<file path="config.mk">
export PLATFORM = sky130hd
export DESIGN_NAME = shortest_process_next_scheduler_core
export DESIGN_NICKNAME = d
export VERILOG_FILES = /design/src/rtl/spn_pkg.sv /design/src/rtl/spn_div.sv /design/src/rtl/shortest_process_next_scheduler_core.sv
export SDC_FILE = /design/constraint.sdc
export NUM_CORES = 2
export LEC_CHECK = 0
export BUFFER_PORTS_ARGS = -buffer_cell sky130_fd_sc_hd__buf_2
export CAP_MARGIN = 15
export CORE_ASPECT_RATIO = 1.25
export CORE_UTILIZATION = 60
export DETAILED_ROUTE_END_ITERATION = 7
export PLACE_DENSITY = 0.77
export SLEW_MARGIN = 20
export SYNTH_ARGS = -nofsm -noshare
export SYNTH_HDL_FRONTEND = slang
export SYNTH_SLANG_ARGS = --single-unit
</file>
<file path="constraint.sdc">
create_clock -name clk -period 8.5 [get_ports clk]
set_input_delay 0.425 -clock clk [delete_from_list [all_inputs] [get_ports clk]]
set_output_delay 0.425 -clock clk [all_outputs]
set_load 0.01 [all_outputs]
</file>
<file path="src/rtl/spn_pkg.sv">
// ----------------------------------------------------------------------------
// spn_pkg
// Types and codes shared by the shortest-process-next scheduler core and its
// divider.
// ----------------------------------------------------------------------------
package spn_pkg;

	localparam int DIV_DW = 56;
	localparam int DIV_VW = 32;

	localparam logic [1:0] CMD_INSERT   = 2'd0;
	localparam logic [1:0] CMD_SCHEDULE = 2'd1;
	localparam logic [1:0] CMD_DRAIN    = 2'd2;
	localparam logic [1:0] CMD_IGNORED  = 2'd3;

	localparam logic [1:0] KIND_DONE    = 2'd0;
	localparam logic [1:0] KIND_SUMMARY = 2'd1;
	localparam logic [1:0] KIND_EMPTY   = 2'd2;
	localparam logic [1:0] KIND_REJECT  = 2'd3;

	typedef struct packed {
		logic [1:0]  command;
		logic [15:0] job_id;
		logic [7:0]  job_priority;
		logic [15:0] burst_time;
	} cmd_t;

	typedef struct packed {
		logic [1:0]  kind;
		logic [15:0] done_id;
		logic [7:0]  done_priority;
		logic [15:0] done_burst;
		logic [31:0] turnaround;
		logic [23:0] normalized_turnaround;
		logic [39:0] mean_turnaround;
		logic [23:0] mean_normalized;
		logic        last;
	} res_t;

	typedef struct packed {
		logic [15:0] id;
		logic [7:0]  prio;
		logic [15:0] burst;
		logic [31:0] arrival;
	} slot_t;

	typedef enum logic [3:0] {
		ST_IDLE,
		ST_INS_RD,
		ST_INS_CMP,
		ST_POP_RD,
		ST_POP_CAP,
		ST_POP_TA,
		ST_POP_DIV,
		ST_SUM_T,
		ST_SUM_TW,
		ST_SUM_NW
	} state_t;

endpackage

</file>
<file path="src/rtl/spn_div.sv">
// ----------------------------------------------------------------------------
// spn_div
// Restoring divider, one quotient bit per cycle. A divisor of zero yields an
// all-ones quotient.
// ----------------------------------------------------------------------------
module spn_div (
	input  logic                      clk,
	input  logic                      arst_n,
	input  logic                      start,
	input  logic [spn_pkg::DIV_DW-1:0] dividend,
	input  logic [spn_pkg::DIV_VW-1:0] divisor,
	output logic                      done,
	output logic [spn_pkg::DIV_DW-1:0] quotient
);
	import spn_pkg::*;

	localparam int CW = $clog2(DIV_DW + 1);

	logic [CW-1:0]     cnt_q;
	logic              done_q;
	logic [DIV_DW-1:0] quo_q;
	logic [DIV_VW-1:0] rem_q;
	logic [DIV_VW-1:0] dvs_q;
	logic [DIV_VW:0]   trial;
	logic              fits;

	assign trial = {rem_q, quo_q[DIV_DW-1]};
	assign fits  = trial >= {1'b0, dvs_q};

	always_ff @(posedge clk or negedge arst_n) begin
		if (!arst_n) begin
			cnt_q  <= '0;
			done_q <= 1'b0;
		end else begin
			done_q <= (cnt_q == CW'(1));
			if (start) begin
				cnt_q <= CW'(DIV_DW);
			end else if (cnt_q != '0) begin
				cnt_q <= cnt_q - CW'(1);
			end
		end
	end

	always_ff @(posedge clk) begin
		if (start) begin
			quo_q <= dividend;
			rem_q <= '0;
			dvs_q <= divisor;
		end else if (cnt_q != '0) begin
			quo_q <= {quo_q[DIV_DW-2:0], fits};
			rem_q <= fits ? DIV_VW'(trial - {1'b0, dvs_q}) : trial[DIV_VW-1:0];
		end
	end

	assign done     = done_q;
	assign quotient = quo_q;

endmodule

</file>
<file path="src/rtl/shortest_process_next_scheduler_core.sv">
// ----------------------------------------------------------------------------
// shortest_process_next_scheduler_core
// Non-preemptive shortest-process-next job queue with turnaround statistics.
// ----------------------------------------------------------------------------
// One command at a time: busy is high from the cycle after start is taken
// until the command is finished. Waiting jobs sit in a single-port-read RAM
// used as a ring, sorted by burst. An insert walks from the tail towards the
// head, moving each waiting job with a longer burst up a slot through the RAM,
// and writes the new job where the search ends: behind the first job it meets
// with a shorter or equal burst, or at the head. A schedule pops the head job
// and runs the bit-serial 56-step divider to compute its normalized turnaround;
// a drain pops every waiting job in the same way, then runs the two divisions
// of the summary, or skips them when no job has completed yet. Rejected inserts
// and schedules on an empty queue do not raise busy. Results appear one cycle
// at a time on res_item with res_valid and cannot be held off; the last
// result of a command has last set.
// ----------------------------------------------------------------------------
module shortest_process_next_scheduler_core #(
	parameter int QUEUE_DEPTH = 16
) (
	input  logic          clk,
	input  logic          arst_n,
	input  logic          start,
	output logic          busy,
	input  spn_pkg::cmd_t cmd_item,
	output logic          res_valid,
	output spn_pkg::res_t res_item
);
	import spn_pkg::*;

	localparam int AW = $clog2(QUEUE_DEPTH);
	localparam int OW = $clog2(QUEUE_DEPTH + 1);
	localparam logic [47:0] MAX48 = '1;

	slot_t mem [QUEUE_DEPTH];
	slot_t rdata_s1;

	state_t state_q, state_d;
	logic [OW-1:0] occ_q;
	logic [OW-1:0] i_q;
	logic [AW-1:0] head_q;
	logic [31:0]   cur_q;
	logic [31:0]   cnt_q;
	logic [47:0]   tsum_q;
	logic [47:0]   nsum_q;
	logic          drain_q;
	cmd_t          cmd_q;
	slot_t         job_q;
	logic [31:0]   ta_q;
	logic [39:0]   mt_q;
	logic          res_valid_q;
	res_t          res_q;

	logic          we, re;
	logic [AW-1:0] waddr, raddr;
	slot_t         wdata;
	logic          emit;
	res_t          res_d;
	logic          div_start, div_done;
	logic [DIV_DW-1:0] div_dividend, div_quo;
	logic [DIV_VW-1:0] div_divisor;
	logic [23:0]   norm;
	logic [32:0]   tsum_t;
	logic [31:0]   ta_now;
	slot_t         new_slot;

	function automatic logic [AW-1:0] ring(input logic [AW-1:0] h, input logic [AW-1:0] off);
		logic [AW:0] s;
		s = {1'b0, h} + {1'b0, off};
		if (s >= (AW+1)'(QUEUE_DEPTH)) begin
			s = s - (AW+1)'(QUEUE_DEPTH);
		end
		return s[AW-1:0];
	endfunction

	function automatic logic [47:0] sat_add48(input logic [47:0] a, input logic [47:0] b);
		logic [48:0] s;
		s = {1'b0, a} + {1'b0, b};
		return s[48] ? MAX48 : s[47:0];
	endfunction

	spn_div u_div (
		.clk      (clk),
		.arst_n   (arst_n),
		.start    (div_start),
		.dividend (div_dividend),
		.divisor  (div_divisor),
		.done     (div_done),
		.quotient (div_quo)
	);

	assign norm     = (|div_quo[DIV_DW-1:24]) ? 24'hFFFFFF : div_quo[23:0];
	assign tsum_t   = {1'b0, cur_q} + {17'b0, rdata_s1.burst};
	assign ta_now   = cur_q - job_q.arrival;
	assign new_slot = '{id: cmd_q.job_id, prio: cmd_q.job_priority,
		burst: cmd_q.burst_time, arrival: cur_q};

	always_ff @(posedge clk) begin
		if (we) begin
			mem[waddr] <= wdata;
		end
		if (re) begin
			rdata_s1 <= mem[raddr];
		end
	end

	always_comb begin
		state_d = state_q;
		unique case (state_q)
			ST_IDLE: begin
				if (start) begin
					unique case (cmd_item.command)
						CMD_INSERT:   state_d = (occ_q == OW'(QUEUE_DEPTH)) ? ST_IDLE : ST_INS_RD;
						CMD_SCHEDULE: state_d = (occ_q == '0) ? ST_IDLE : ST_POP_RD;
						CMD_DRAIN:    state_d = (occ_q == '0) ? ST_SUM_T : ST_POP_RD;
						default:      state_d = ST_IDLE;
					endcase
				end
			end
			ST_INS_RD:  state_d = (i_q == '0) ? ST_IDLE : ST_INS_CMP;
			ST_INS_CMP: state_d = (rdata_s1.burst > cmd_q.burst_time) ? ST_INS_RD : ST_IDLE;
			ST_POP_RD:  state_d = ST_POP_CAP;
			ST_POP_CAP: state_d = ST_POP_TA;
			ST_POP_TA:  state_d = ST_POP_DIV;
			ST_POP_DIV: begin
				if (div_done) begin
					priority if (!drain_q) state_d = ST_IDLE;
					else if (occ_q != '0) state_d = ST_POP_RD;
					else                  state_d = ST_SUM_T;
				end
			end
			ST_SUM_T:  state_d = (cnt_q == '0) ? ST_IDLE : ST_SUM_TW;
			ST_SUM_TW: state_d = div_done ? ST_SUM_NW : ST_SUM_TW;
			ST_SUM_NW: state_d = div_done ? ST_IDLE : ST_SUM_NW;
			default:   state_d = ST_IDLE;
		endcase
	end

	always_comb begin
		we           = 1'b0;
		re           = 1'b0;
		waddr        = head_q;
		raddr        = head_q;
		wdata        = new_slot;
		emit         = 1'b0;
		res_d        = '0;
		div_start    = 1'b0;
		div_dividend = '0;
		div_divisor  = '0;
		unique case (state_q)
			ST_IDLE: begin
				if (start && cmd_item.command == CMD_INSERT && occ_q == OW'(QUEUE_DEPTH)) begin
					emit       = 1'b1;
					res_d.kind = KIND_REJECT;
					res_d.last = 1'b1;
				end
				if (start && cmd_item.command == CMD_SCHEDULE && occ_q == '0) begin
					emit       = 1'b1;
					res_d.kind = KIND_EMPTY;
					res_d.last = 1'b1;
				end
			end
			ST_INS_RD: begin
				if (i_q == '0) begin
					we = 1'b1;
				end else begin
					re    = 1'b1;
					raddr = ring(head_q, AW'(i_q - OW'(1)));
				end
			end
			ST_INS_CMP: begin
				we    = 1'b1;
				waddr = ring(head_q, i_q[AW-1:0]);
				if (rdata_s1.burst > cmd_q.burst_time) begin
					wdata = rdata_s1;
				end
			end
			ST_POP_RD: re = 1'b1;
			ST_POP_TA: begin
				div_start    = 1'b1;
				div_dividend = DIV_DW'({ta_now, 8'b0});
				div_divisor  = DIV_VW'(job_q.burst);
			end
			ST_POP_DIV: begin
				if (div_done) begin
					emit                        = 1'b1;
					res_d.kind                  = KIND_DONE;
					res_d.done_id               = job_q.id;
					res_d.done_priority         = job_q.prio;
					res_d.done_burst            = job_q.burst;
					res_d.turnaround            = ta_q;
					res_d.normalized_turnaround = norm;
					res_d.last                  = !drain_q;
				end
			end
			ST_SUM_T: begin
				if (cnt_q == '0) begin
					emit       = 1'b1;
					res_d.kind = KIND_SUMMARY;
					res_d.last = 1'b1;
				end else begin
					div_start    = 1'b1;
					div_dividend = {tsum_q, 8'b0};
					div_divisor  = cnt_q;
				end
			end
			ST_SUM_TW: begin
				if (div_done) begin
					div_start    = 1'b1;
					div_dividend = DIV_DW'(nsum_q);
					div_divisor  = cnt_q;
				end
			end
			ST_SUM_NW: begin
				if (div_done) begin
					emit                  = 1'b1;
					res_d.kind            = KIND_SUMMARY;
					res_d.mean_turnaround = mt_q;
					res_d.mean_normalized = norm;
					res_d.last            = 1'b1;
				end
			end
			default: ;
		endcase
	end

	always_ff @(posedge clk or negedge arst_n) begin
		if (!arst_n) begin
			state_q     <= ST_IDLE;
			occ_q       <= '0;
			head_q      <= '0;
			cur_q       <= '0;
			cnt_q       <= '0;
			tsum_q      <= '0;
			nsum_q      <= '0;
			drain_q     <= 1'b0;
			i_q         <= '0;
			res_valid_q <= 1'b0;
		end else begin
			state_q     <= state_d;
			res_valid_q <= emit;
			unique case (state_q)
				ST_IDLE: begin
					i_q     <= occ_q;
					drain_q <= (cmd_item.command == CMD_DRAIN);
				end
				ST_INS_RD: begin
					if (i_q == '0) begin
						occ_q <= occ_q + OW'(1);
					end
				end
				ST_INS_CMP: begin
					if (rdata_s1.burst > cmd_q.burst_time) begin
						i_q <= i_q - OW'(1);
					end else begin
						occ_q <= occ_q + OW'(1);
					end
				end
				ST_POP_CAP: begin
					head_q <= ring(head_q, AW'(1));
					occ_q  <= occ_q - OW'(1);
					cur_q  <= tsum_t[32] ? 32'hFFFF_FFFF : tsum_t[31:0];
				end
				ST_POP_DIV: begin
					if (div_done) begin
						if (cnt_q != 32'hFFFF_FFFF) begin
							cnt_q <= cnt_q + 32'd1;
						end
						tsum_q <= sat_add48(tsum_q, {16'b0, ta_q});
						nsum_q <= sat_add48(nsum_q, {24'b0, norm});
					end
				end
				default: ;
			endcase
		end
	end

	always_ff @(posedge clk) begin
		if (state_q == ST_IDLE && start) begin
			cmd_q <= cmd_item;
		end
		if (state_q == ST_POP_CAP) begin
			job_q <= rdata_s1;
		end
		if (state_q == ST_POP_TA) begin
			ta_q <= ta_now;
		end
		if (state_q == ST_SUM_TW && div_done) begin
			mt_q <= (|div_quo[DIV_DW-1:40]) ? 40'hFF_FFFF_FFFF : div_quo[39:0];
		end
		if (emit) begin
			res_q <= res_d;
		end
	end

	assign busy      = (state_q != ST_IDLE);
	assign res_valid = res_valid_q;
	assign res_item  = res_q;

	a_occ_bound: assert property (@(posedge clk) disable iff (!arst_n)
		occ_q <= OW'(QUEUE_DEPTH))
		else $error("queue occupancy beyond depth");

	a_item_gap: assert property (@(posedge clk) disable iff (!arst_n)
		res_valid && !res_item.last |=> !res_valid)
		else $error("result right after a non-final result");

	a_reject: assert property (@(posedge clk) disable iff (!arst_n)
		start && !busy && cmd_item.command == CMD_INSERT && occ_q == OW'(QUEUE_DEPTH)
		|=> res_valid && res_item.kind == KIND_REJECT)
		else $error("full insert not rejected");

	a_done_src: assert property (@(posedge clk) disable iff (!arst_n)
		res_valid && res_item.kind == KIND_DONE |-> $past(state_q == ST_POP_DIV))
		else $error("job result outside pop");

endmodule
</file>
# Yosys cells after proc, flatten, opt, wreduce, memory -nomap -nowiden

Memory sizes are Yosys's and may differ from the RTL's. A register that Yosys moved wholly into a read port is not among the register bits.
Index checks and enable logic that the tools add are counted.

Bits in writable memories: 1,152
Input port bits: 45
Memory bits (read-only): 0
Output and inout port bits: 165
Flip-flop bits (word level): 654
Memories kept: 1
Bits in latches: 0

Add/subtract/negate cells: 16
Reductions and logical operators: 27
Multipliers: 0
Shift operators: 0
Divide/modulo/power cells: 0
Magnitude comparators: 5
Multiplexer cells: 63
Equality and inequality tests: 19
Bitwise logic cells: 0

Memory list:

| name | words | bits a word | read ports | clocked after Yosys merged registers in | wr ports | line                                       | RTL |
|---|---|---|---|---|---|---|---|
| mem  | 16    | 72          | 1          | 1                                       | 1        | shortest_process_next_scheduler_core.sv:35 | `slot_t mem [QUEUE_DEPTH];` |

Operators with widths:

| operator                                       | number |
|---|---|
| two-way mux 56 bit                             | 3 |
| case mux 56 bit (3 select lines)               | 1 |
| two-way mux 48 bit                             | 3 |
| two-way mux 72 bit                             | 2 |
| two-way mux 32 bit                             | 4 |
| case mux 32 bit (3 select lines)               | 1 |
| subtractor 32 bit                              | 2 |
| adder 48 x 24 -> 49 bit                        | 1 |
| adder 48 x 32 -> 49 bit                        | 1 |
| two-way mux 4 bit                              | 10 |
| case mux 4 bit (10 select lines)               | 1 |
| adder 32 x 16 -> 33 bit                        | 1 |
| >= comparator 33 x 32 -> 1 bit                 | 1 |
| adder 32 x 1 -> 32 bit (second input constant) | 1 |
| zero test 32 bit                               | 1 |
| inequality test 32 bit (second input constant) | 1 |
| OR reduction 32 bit                            | 1 |
| two-way mux 24 bit                             | 1 |
| == test 4 x 3 -> 1 bit (second input constant) | 4 |
| greater-than comparator 16 bit                 | 1 |
| two-way mux 1 bit                              | 16 |
| OR reduction 16 bit                            | 1 |
| >= comparator 5 bit (second input constant)    | 3 |
| two-way mux 5 bit                              | 3 |
| 38 further kinds                               | 66 |

# Logic depth before layout (Yosys ltp)

Word-level depth: 6
Mapped depth: 19
Depth with buffers taken out: 18

# Hierarchy

A second synthesis with hierarchy kept.

Cell total of the unflattened synthesis: 5,082
Area, all modules: 80,748.7 µm²

By module, submodules not included:

| module                               | cells each | times used | area each (µm²) | sequential area each (µm²) |
|---|---|---|---|---|
| shortest_process_next_scheduler_core | 4,432      | 1          | 73,758.2        | 51,679.6 |
| spn_div                              | 650        | 1          | 6,990.5         | 3,458.3 |

# Worst setup path before layout

No wires, ideal clock.

Path type: register to register
From: reg i_q[0]
To: reg, netlist name rdata_s1[0]
Setup time: 0.606 ns
Setup slack: 1.662 ns
Data required time: 7.894 ns
Arrival: 6.232 ns
Period minus slack after synthesis: 6.838 ns
Buffers on the path: 0
Stages on the path, launching flop included: 7
Cells stage by stage: dfrtp_1 -> inv_1 -> ha_1 -> nor3b_2 -> nand2_1 -> nor2_1 -> nor3b_1

Elaborated cells on any way between the ends: 10

RTL lines:

| element                         | line                                        | RTL |
|---|---|---|
| start, declared                 | shortest_process_next_scheduler_core.sv:40  | `logic [OW-1:0] i_q;` |
| start signal, assigned          | shortest_process_next_scheduler_core.sv:244 | `i_q <= occ_q;` |
| start signal, assigned          | shortest_process_next_scheduler_core.sv:254 | `i_q <= i_q - OW'(1);` |
| zero test 5 bit                 | shortest_process_next_scheduler_core.sv:164 | `if (i_q == '0) begin` |
| two-way mux 1 bit               | shortest_process_next_scheduler_core.sv:164 |  |
| case mux 1 bit (2 select lines) | shortest_process_next_scheduler_core.sv:150 | `unique case (state_q)` |
| via re                          | shortest_process_next_scheduler_core.sv:54  | `logic we, re;` |

The timed path passes the listed nets, and every way through them passes these cells.
A chain may end at the register's enable or synchronous reset.

# Worst setup path in the final report

From: reg u_div.quo_q[55], in the netlist u_div.quotient[55]
To: reg nsum_q[45]

Longest elaborated chain between the ends: 4

RTL lines:

| element                 | line                                        | RTL |
|---|---|---|
| start, declared         | spn_div.sv:21                               | `logic [DIV_DW-1:0] quo_q;` |
| start signal, assigned  | spn_div.sv:46                               | `quo_q <= dividend;` |
| start signal, assigned  | spn_div.sv:50                               | `quo_q <= {quo_q[DIV_DW-2:0], fits};` |
| OR reduction 32 bit     | shortest_process_next_scheduler_core.sv:92  | `assign norm = (\|div_quo[DIV_DW-1:24]) ? 24'hFFFFFF : div_quo[23:0];` |
| two-way mux 24 bit      | shortest_process_next_scheduler_core.sv:92  |  |
| via norm[8]             | shortest_process_next_scheduler_core.sv:62  | `logic [23:0] norm;` |
| adder 48 x 24 -> 49 bit | shortest_process_next_scheduler_core.sv:78  | `s = {1'b0, a} + {1'b0, b};` |
| two-way mux 48 bit      | shortest_process_next_scheduler_core.sv:79  | `return s[48] ? MAX48 : s[47:0];` |
| end signal, assigned    | shortest_process_next_scheduler_core.sv:270 | `nsum_q <= sat_add48(nsum_q, {24'b0, norm});` |
| end, declared           | shortest_process_next_scheduler_core.sv:45  | `logic [47:0] nsum_q;` |

The timed path passes the listed nets, and every way through them passes these cells.

==> impl_metrics.ini <==
[worst_setup_path]
worstPathArrival_ns = 6.28
cp_slowest_stage_delay_ns = 0.89
worstPathRequired_ns = 9.20
crit_buf_inv = 3
critPathMaxFanout = 40
path_delay_family = compound AO/OA/AOI/OAI gates
reg2reg_slack_ns = 2.92
cp_slowest_cell = a41oi_1
path_class = register to register
worstSetupEndpointType = register
critPathLaunchType = register
reg2reg_to = nsum_q[45]
worst-r2r-cell-count = 18
critical_path.cell_chain = nor4_1, nand4_1, buf_4, or2_2, nand4b_1, buf_4, nor2_1, inv_1, ha_1, a21oi_1, o21ai_0, a221o_1, o21ai_1, o21ai_0, a41oi_1, nor2_1, nand3_1, mux2_2
reg2reg_from = u_div.quotient[55]

[synthesis]
synth_top_area_share_pct = 61.6
yosysSeqAreaShare_pct = 68.2
ys_async_sr_fraction_pct = 9.96
synth_ff_type = edfxtp_1
netlist_area_mm2 = 0.0809
synth_cell_types = 98
synth.net_count = 6043
netlist_instances = 5824
ys_top_cells_by_area = edfxtp_1, dfrtp_1, mux4_2
synth-seq-cells = 1878
netlist_top_cells_count = edfxtp_1, nand2_1, nor2_1
synth_edf_count = 1659
yosysWarnings = 0
synth_most_common_cell = edfxtp_1
synth.largest_area_cell = edfxtp_1
avgSynthCellArea_um2 = 13.9

[route]
drtIter0Drc = 5637
final_antenna_net_count = 0
avgViaCountPerCell = 6.42
drc = 0
vias = 50900
wl_per_cell_um = 25.1
routed_wl_um = 199000
drtPass1Iterations = 8

[hold_path]
holdCritStartpoint = cmd_item[40]
whs_path_depth = 3
hold_path.class = input port to register
hold_path_end = res_item[0]

[placed_design]
io_buffers = 209
gp_congestion = 0.941
place_ws_ns = 3.04
post-dp-hpwl_um = 115000
placed_cells = 7559

[floorplanning]
std_cell_rows = 150
start_util_pct = 60.4
dieWidth_um = 330
die_y_um = 412
boundaryPins = 210
die_area_mm2 = 0.136
core_area_mm2 = 0.134

[clock_tree]
clock_latency_ns = 0.85
cts_tree = yes
htreeDepth = 4
clock_path_buffers = 3
cts-root-buf = clkbuf_16
cts_sinks = 1878
post_cts_buffers = 0
clk_pin_slew_ns = 0.06
post_cts_resize_count = 0
cts_buffers = 172

[finish]
multi_input_area_mm2 = 0.0240
nets = 6248
final_layout_size_suffix_gt1_share_pct = 13.2
seqCellArea_mm2 = 0.0551
area_delta_synth_final_pct = 11.0
layoutNonFillerInstCount = 7924
post-route-util_pct = 67.1
num-fill-cells = 9020

[global_route]
grt_pass1_vias = 50400
antenna_found_initial = 6
grt_start_max_net_pins = 231
grt_pass1_wl_um = 300000
gr-total-overflow = 0
track_usage_pct = 29.3

[sta]
fin_worst_skew_ns = 0.0455
maxSlewHeadroom_pct = 21.7
fin_crit_sh_pct = 65.7
fmax_mhz = 179
grt_setup_unrepaired = no
drv_slew = 0
final-hold-violation-count = 0
setup_viol = 0
worstMarginPinSlew_ns = 1.18
tns_ns = 0
finalWorstSetupSlack_ns = 2.92
finalCriticalPeriod_ns = 5.58

[job]
maxCapViolCount = 0

[power_and_ir_drop]
power_mw = 17.6
p_leak_nw = 30.8
vdd_drop_max_mv = 0.172
p_per_area_mw_per_mm2 = 196

[status]
status = finished, final reports clean
-- flip-flops by register name, summed over array words and instances, names as in the netlist --
signal,flops
mt_q,40
head_q,4
u_div.cnt_q,6
cmd_q,40
ta_q,32
u_div.quotient,56
u_div.rem_q,32
i_q,5
state_q,4
nsum_q,48
res_valid,1
tsum_q,48
drain_q,1
res_item,163
mem,1152
u_div.done,1
rdata_s1,72
occ_q,5
u_div.dvs_q,32
cnt_q,32
job_q,72
cur_q,32
-- through the flow --
step	area (um2)	hold WS [ns]
floorplan	80900	0.129
global placement	83700	0.428
detailed placement	83700	0.423
CTS	89700	0.00862
global route	89800	0.0663
finish	89800	0.0746
-- area by class of cell --
cell class | count | share of cell area [%]
Multi-Input combinational cell | 3450 | 26.7
Antenna cell | 6 | 0.0167
Sequential cell | 1878 | 61.4
Tap cell | 1748 | 2.44
Inverter | 195 | 0.818
Timing Repair Buffer | 332 | 2.44
Clock inverter | 108 | 1.19
Clock buffer | 207 | 5.00
-- worst register-to-register path, cell delays in order, from the launching register on --
cell      delay (ns)
edfxtp_1        0.48
nor4_1          0.31
nand4_1         0.13
buf_4           0.28
or2_2           0.33
nand4b_1        0.22
buf_4           0.26
nor2_1          0.20
inv_1           0.07
ha_1            0.35
a21oi_1         0.19
o21ai_0         0.19
a221o_1         0.41
o21ai_1         0.22
o21ai_0         0.17
a41oi_1         0.89
nor2_1          0.26
nand3_1         0.17
mux2_2          0.34
-- cell usage in the layout (no fill, tap or decap), types with 40 or more instances in the layout --
cell and n:
a211oi_1 85, a22o_1 40, edfxtp_1 1659, a31oi_1 129, buf_2 208, and2_1 123
inv_1 190, a311oi_1 144, nor3_1 46, xor2_1 62, a21o_1 53, mux2_1 48
clkbuf_16 173, nor2_1 233, dlygate4sd3_1 43, mux4_2 146, a21oi_1 204, dfrtp_1 186
xnor2_1 111, and3_1 109, buf_4 72, o21ai_0 128, nand2_1 847, or2_2 48
ha_1 166, nand3_1 226
-- per-layer routing --
layer,vias up,wire length (um),track usage (%),part of all wire (%)
met5,-,10,0,0.0050
met4,2,8700,13.0,4.4
met3,481,15600,4.40,7.9
met2,2542,99500,49.3,50
met1,25300,75200,37.9,38
li1,22500,-,-,-
-- how the worst max path moves through the flow --
stage | from | to | cells past startpoint
after floorplan | i_q[0] | rdata_s1[0] | 6
after global placement | u_div.quotient[55] | nsum_q[45] | 18
after detailed placement | u_div.quotient[55] | nsum_q[45] | 18
after CTS | u_div.quotient[55] | nsum_q[45] | 18
after global routing | u_div.quotient[55] | nsum_q[45] | 18
final | u_div.quotient[55] | nsum_q[45] | 18
-- power breakdown --
part	switching (mW)	internal, mW	total (mW)
sequential	0	9.90	9.90
combinational	0.0285	0.0211	0.0496
clock	3.47	4.18	7.65
-- timing repair --
item,4_1_cts,5_1_grt
endpoints found under the hold margin,94,0
endpoints found under the setup margin,0,0
hold buffers,43,0
-- logic make-up after synthesis --
kind of cell,share of synthesized area (%)
and+or+nand+nor,10.5
xor gates and xnor gates,1.89
muxes,5.25
AOI/OAI and AO/OA,8.94
adders and majority gates,2.77
buffers and inverters,2.53
DFF,68.2
Power figures use the tool's default switching activity.
